==> config.mk <==
export PLATFORM = sky130hd
export DESIGN_NAME = chm_ctrl
export DESIGN_NICKNAME = d
export VERILOG_FILES = /design/src/rtl/chm_pkg.sv /design/src/rtl/chm_ctrl.sv
export SDC_FILE = /design/constraint.sdc
export NUM_CORES = 1
export LEC_CHECK = 0
export ABC_AREA = 0
export ABC_CLOCK_PERIOD_IN_PS = 2800
export BUFFER_PORTS_ARGS = -buffer_cell sky130_fd_sc_hd__buf_4
export CAP_MARGIN = 15
export CORE_ASPECT_RATIO = 0.8
export CORE_MARGIN = 2
export CORE_UTILIZATION = 56
export DETAILED_ROUTE_END_ITERATION = 16
export PLACE_DENSITY = 0.83
export SLEW_MARGIN = 0
export SYNTH_ARGS = -nofsm -noshare
export SYNTH_HDL_FRONTEND = slang
export SYNTH_SLANG_ARGS = --single-unit
==> constraint.sdc <==
create_clock -name clk -period 2.8 [get_ports clk]
set_clock_uncertainty 0.2 [all_clocks]
set_input_delay 0.14 -clock clk [delete_from_list [all_inputs] [get_ports clk]]
set_output_delay 0.14 -clock clk [all_outputs]
set_load 0.03 [all_outputs]
==> src/rtl/chm_pkg.sv <==
// shared types, constants and codes for the chained hash map engine
package chm_pkg;

  localparam int NUM_BUCKETS  = 64;
  localparam int POOL_ENTRIES = 64;
  localparam int BKT_W        = $clog2(NUM_BUCKETS);
  localparam int IDX_W        = $clog2(POOL_ENTRIES);
  localparam int PTR_W        = IDX_W + 1;
  localparam int CNT_W        = 7;
  localparam int CFG_W        = 7;
  localparam int DIV_BITS     = 4;
  localparam int DIV_STEPS    = 64 / DIV_BITS;
  localparam int DCNT_W       = $clog2(DIV_STEPS);

  localparam logic [PTR_W-1:0] NIL      = PTR_W'(POOL_ENTRIES);
  localparam logic [25:0]      HASH_MUL = 26'd62342347;
  localparam logic [63:0]      ALL_ONES = '1;

  localparam logic [1:0] FN_ADD    = 2'd0;
  localparam logic [1:0] FN_REMOVE = 2'd1;
  localparam logic [1:0] FN_CHANGE = 2'd2;
  localparam logic [1:0] FN_LOOKUP = 2'd3;

  localparam logic [1:0] ST_OK   = 2'd0;
  localparam logic [1:0] ST_MISS = 2'd1;
  localparam logic [1:0] ST_FULL = 2'd2;

  typedef struct packed {
    logic [1:0]  func;
    logic [63:0] key;
    logic [63:0] value_in;
  } req_t;

  typedef struct packed {
    logic [1:0]       status;
    logic [CNT_W-1:0] entry_count;
    logic [63:0]      value_out;
  } rsp_t;

  // controller to datapath
  typedef struct packed {
    logic load;
    logic mul_lo;
    logic mul_hi;
    logic sum;
    logic div_step;
    logic head_rd;
    logic setup;
    logic node_rd;
    logic node_cmp;
    logic apply;
    logic link;
    logic emit;
  } cmd_t;

  // datapath to controller
  typedef struct packed {
    logic walk_end;
    logic match;
    logic need_link;
    logic out_free;
  } sts_t;

endpackage

==> src/rtl/chm_ctrl.sv <==
// controller state machine: sequences hash, modulo, chain walk and update
module chm_ctrl import chm_pkg::*; (
  input  logic clk,
  input  logic rst,
  input  logic req_valid,
  output logic req_ready,
  input  sts_t sts,
  output cmd_t cmd
);

  typedef enum logic [11:0] {
    S_IDLE  = 12'b000000000001,
    S_MLO   = 12'b000000000010,
    S_MHI   = 12'b000000000100,
    S_SUM   = 12'b000000001000,
    S_DIV   = 12'b000000010000,
    S_HRD   = 12'b000000100000,
    S_SETUP = 12'b000001000000,
    S_NRD   = 12'b000010000000,
    S_NCMP  = 12'b000100000000,
    S_APPLY = 12'b001000000000,
    S_LINK  = 12'b010000000000,
    S_DONE  = 12'b100000000000
  } state_t;

  state_t state, state_next;
  logic [DCNT_W-1:0] dcnt;

  always_ff @(posedge clk) begin
    if (rst) begin
      state <= S_IDLE;
      dcnt  <= '0;
    end else begin
      state <= state_next;
      if (state == S_DIV) dcnt <= dcnt + DCNT_W'(1);
      else dcnt <= '0;
    end
  end

  always_comb begin
    state_next = state;
    cmd = '0;
    req_ready = 1'b0;
    unique case (state)
      S_IDLE: begin
        req_ready = 1'b1;
        cmd.load = req_valid;
        if (req_valid) state_next = S_MLO;
      end
      S_MLO: begin
        cmd.mul_lo = 1'b1;
        state_next = S_MHI;
      end
      S_MHI: begin
        cmd.mul_hi = 1'b1;
        state_next = S_SUM;
      end
      S_SUM: begin
        cmd.sum = 1'b1;
        state_next = S_DIV;
      end
      S_DIV: begin
        cmd.div_step = 1'b1;
        if (dcnt == DCNT_W'(DIV_STEPS - 1)) state_next = S_HRD;
      end
      S_HRD: begin
        cmd.head_rd = 1'b1;
        state_next = S_SETUP;
      end
      S_SETUP: begin
        cmd.setup = 1'b1;
        state_next = S_NRD;
      end
      S_NRD: begin
        if (sts.walk_end) begin
          state_next = S_APPLY;
        end else begin
          cmd.node_rd = 1'b1;
          state_next = S_NCMP;
        end
      end
      S_NCMP: begin
        cmd.node_cmp = 1'b1;
        state_next = sts.match ? S_APPLY : S_NRD;
      end
      S_APPLY: begin
        cmd.apply = 1'b1;
        state_next = sts.need_link ? S_LINK : S_DONE;
      end
      S_LINK: begin
        cmd.link = 1'b1;
        state_next = S_DONE;
      end
      S_DONE: begin
        cmd.emit = sts.out_free;
        if (sts.out_free) state_next = S_IDLE;
      end
      default: state_next = S_IDLE;
    endcase
  end

endmodule

==> flow_summary.json <==
{
  "outcome": "complete, no violations",
  "synth_sequential_area_ratio_pct": 34.78,
  "worst_skew_pair.late_latency_ps": 290,
  "post_synth_num_cell_types": 31,
  "synthesis.area_sq_um": 920.9,
  "detail_route.drc_violations": 0,
  "clock.fmax_mhz": 411.1,
  "power.switching_fraction_pct": 40.06,
  "min-delay-start": "sts[1]",
  "cts_inserted_buffers": 3,
  "cp.required_ps": 2460,
  "synthesis.yosys.warnings": 0,
  "floorplan.core_area_sq_um": 1578,
  "tritoncts": "done",
  "final-setup-viol-count": 0,
  "max_cap_viol_count": 0,
  "sequentialPowerShare_pct": 37.0,
  "total_nets_after_synthesis": 111,
  "die-area_sq_um": 1987,
  "layout-area-overhead-vs-synth_pct": 23.78,
  "buffers_from_clock_root_to_sink_at_most": 2,
  "peakVddDrop_v": 0.0004894,
  "startpoint_type": "flip-flop",
  "global_route.usage.total_pct": 23.33,
  "power.density_cell_area_nw_per_um2": 710.4,
  "cts.sink_count": 16,
  "postSynthRegisterBits": 16,
  "grt_start_max_net_pins": 14,
  "gp_congestion": 0.8291,
  "synth-edff-count": 0,
  "report.final.slew_viol_count": 0,
  "end_kind": "output pin",
  "min-delay-path-class": "primary input to flip-flop",
  "antenna-diode-count": 0,
  "syn_avg_cell_area_sq_um": 8.941,
  "final.hold.worst_slack_ps": 14.28,
  "post_cts_resized": 0,
  "wire_length_of_the_first_global_routing_pass_um": 3346,
  "first_pass_iters": 4,
  "dieWidth_um": 49.34,
  "antenna_violations_before_repair": 0,
  "min_period_ps": 2433,
  "route.detailed.vias_per_inst": 5.933,
  "post_route_cells_drive_above_1_share_pct": 23.62,
  "clock_pin_slew_reported_for_the_worst_setup_and_hold_paths_after_clock_tree_synthesis_ps": 110,
  "cts_root_buffer": "clkbuf_4",
  "post-synth-top-area-cell": "dfxtp_1",
  "cts_post_setup_buffers_inserted": 0,
  "drt_iter0_markers": 32,
  "final_net_count": 136,
  "finalCritPeriodShare_pct": 86.88,
  "grt_pass1_vias": 736,
  "max_slew_margin_pct": 53.65,
  "asyncSetResetFlopFracSynth_pct": 0,
  "die_h_um": 40.27,
  "leakage_nw": 0.4940,
  "crit_path_max_fanout": 13,
  "post_dp_hpwl_um": 1562,
  "detail_route.wl_per_cell_um": 14.04,
  "switching_power_of_the_nets_mw": 0.3243,
  "critical_path_class": "flip-flop to output pin",
  "tightest_slew_ps": 690.1,
  "synth_ff_type": "dfxtp_1",
  "power.internal_mw": 0.4854,
  "clock_tree.htree_level_count": 1,
  "effective_utilization_at_floorplan_pct": 58.37,
  "grt_setup_unrepaired": "false",
  "synth_top_cell_area_share_pct": 34.78,
  "finalSetupTns_ps": 0,
  "io_buffers": 19,
  "syn_inst": 103,
  "dr_total_vias": 884,
  "cp-startpoint": "state[11]",
  "post_synth_main_area_contributors": "dfxtp_1 (35%), nor4b_1 (7.6%), nor4_4 (6.9%)",
  "clock_power_share_pct": 19.0,
  "cp_data_arrival_time_ps": 2090,
  "final-hold-violation-count": 0,
  "combinationalPowerShare_pct": 44.0,
  "ioPinCount": 20,
  "worst_r2r_startpoint": "state[0]",
  "global_route.overflow_total": 0,
  "route.antenna.remaining_nets": 0,
  "number_of_cell_rows": 13,
  "wirelength_um": 2092
}
[final cells by class]
cell class                 instances  area, sq um
tap                               22        27.53
timing repair buffer              24        192.7
clock buffer                       4        36.28
fill                             130        437.9
sequential                        16        320.3
multi-input combinational         74        529.3
inverter                           9        33.78
[cells by family (layout without fill, tap and decap cells)]
family / Yosys count / after routing / share of synthesized area [%]
AOI/OAI and AO/OA: 5 / 5 / 4.755
DFF: 16 / 16 / 34.78
and+or+nand+nor: 64 / 64 / 47.56
xor gates and xnor gates: 4 / 4 / 3.805
buffers and inverters: 13 / 37 / 7.744
adders and majority gates: 1 / 1 / 1.358
[flip-flops by register name (all words and copies together) (netlist names)]
register  count
dcnt          4
state        12
[stage by stage]
stage	area, sq um	instances	util [%]	setup WS [ps]	total power [mW]
6_report	1140	149	72.24	367.4	0.8097
5_1_grt	1140	149	72.24	157.4	0.8639
4_1_cts	1140	149	72.24	429.4	0.8083
3_5_place_dp	1054	140	66.77	751.8	0.6501
3_3_place_gp	1054	140	66.77	789.5	0.6407
2_1_floorplan	920.9	103	-	840.1	0.5886
[final timing paths]
kind	cells past startpoint	end	slack, ps
setup reg to reg	4	state[10]	440
hold reg to reg	1	dcnt[0]	250
hold / removal	3	state[11]	10
setup / recovery	5	cmd[11]	370
[power by group through the flow]
stage | Combinational (mW) | Clock (mW) | Sequential [mW]
2_1_floorplan | 0.299 | 0 | 0.290
3_3_place_gp | 0.339 | 0 | 0.301
3_5_place_dp | 0.345 | 0 | 0.305
4_1_cts | 0.351 | 0.158 | 0.299
5_1_grt | 0.388 | 0.170 | 0.306
6_report | 0.356 | 0.154 | 0.300
[cell usage after synthesis (2+ instances only)]
cell	n
nand3_1	10
nor4_1	2
nand4b_1	3
nor2_1	14
nor4_4	3
nor4b_1	8
nand4_1	7
buf_6	2
nor2b_1	2
inv_1	9
dfxtp_1	16
buf_4	2
nand2_1	2
nor3_1	4
xor2_1	3
[worst max-delay path: stages, from the launching register on]
cell     delay [ps]
dfxtp_1         390
nor4_4          680
nand4_1         300
inv_1           140
and2_1          140
buf_4           160
[routing by layer]
metal	wire length, um	global-route usage, %	up-vias
met2	1017	41.89	37
met5	0	0	-
met3	166	7.463	6
met1	876	27.77	417
met4	31	6.429	0
li1	-	-	424
[cells in the final DEF (no fill, tap or decap)]
cell type      synthesis  layout
o2111a_1               1       1
o21bai_2               1       1
and3_1                 1       1
dlygate4sd3_1          0       5
nand2_1                2       2
and4_4                 1       1
and2_1                 1       1
nand4b_1               3       3
and4b_4                1       1
nor2b_1                2       2
xor2_1                 3       3
dfxtp_1               16      16
or2_1                  1       1
clkbuf_8               0       1
nand3_1               10      10
ha_1                   1       1
nor3_1                 4       4
nor4b_1                8       8
nor3b_1                1       1
and4_1                 1       1
inv_1                  9       9
buf_4                  2      19
nor3b_2                1       1
clkbuf_4               0       3
nor2_1                14      14
xnor2_1                1       1
o21a_1                 1       1
nand4_1                7       7
a21oi_1                1       1
a31o_1                 1       1
nor4_4                 3       3
nor4_1                 2       2
nand2b_1               1       1
[what timing repair did]
| item | 4_1_cts | 5_1_grt |
|---|---|---|
| endpoints found under the hold margin | 7 | 0 |
| hold buffers | 5 | 0 |
| setup endpoints to repair | 0 | 0 |
Note: power is estimated with default switching activity, not from simulation.
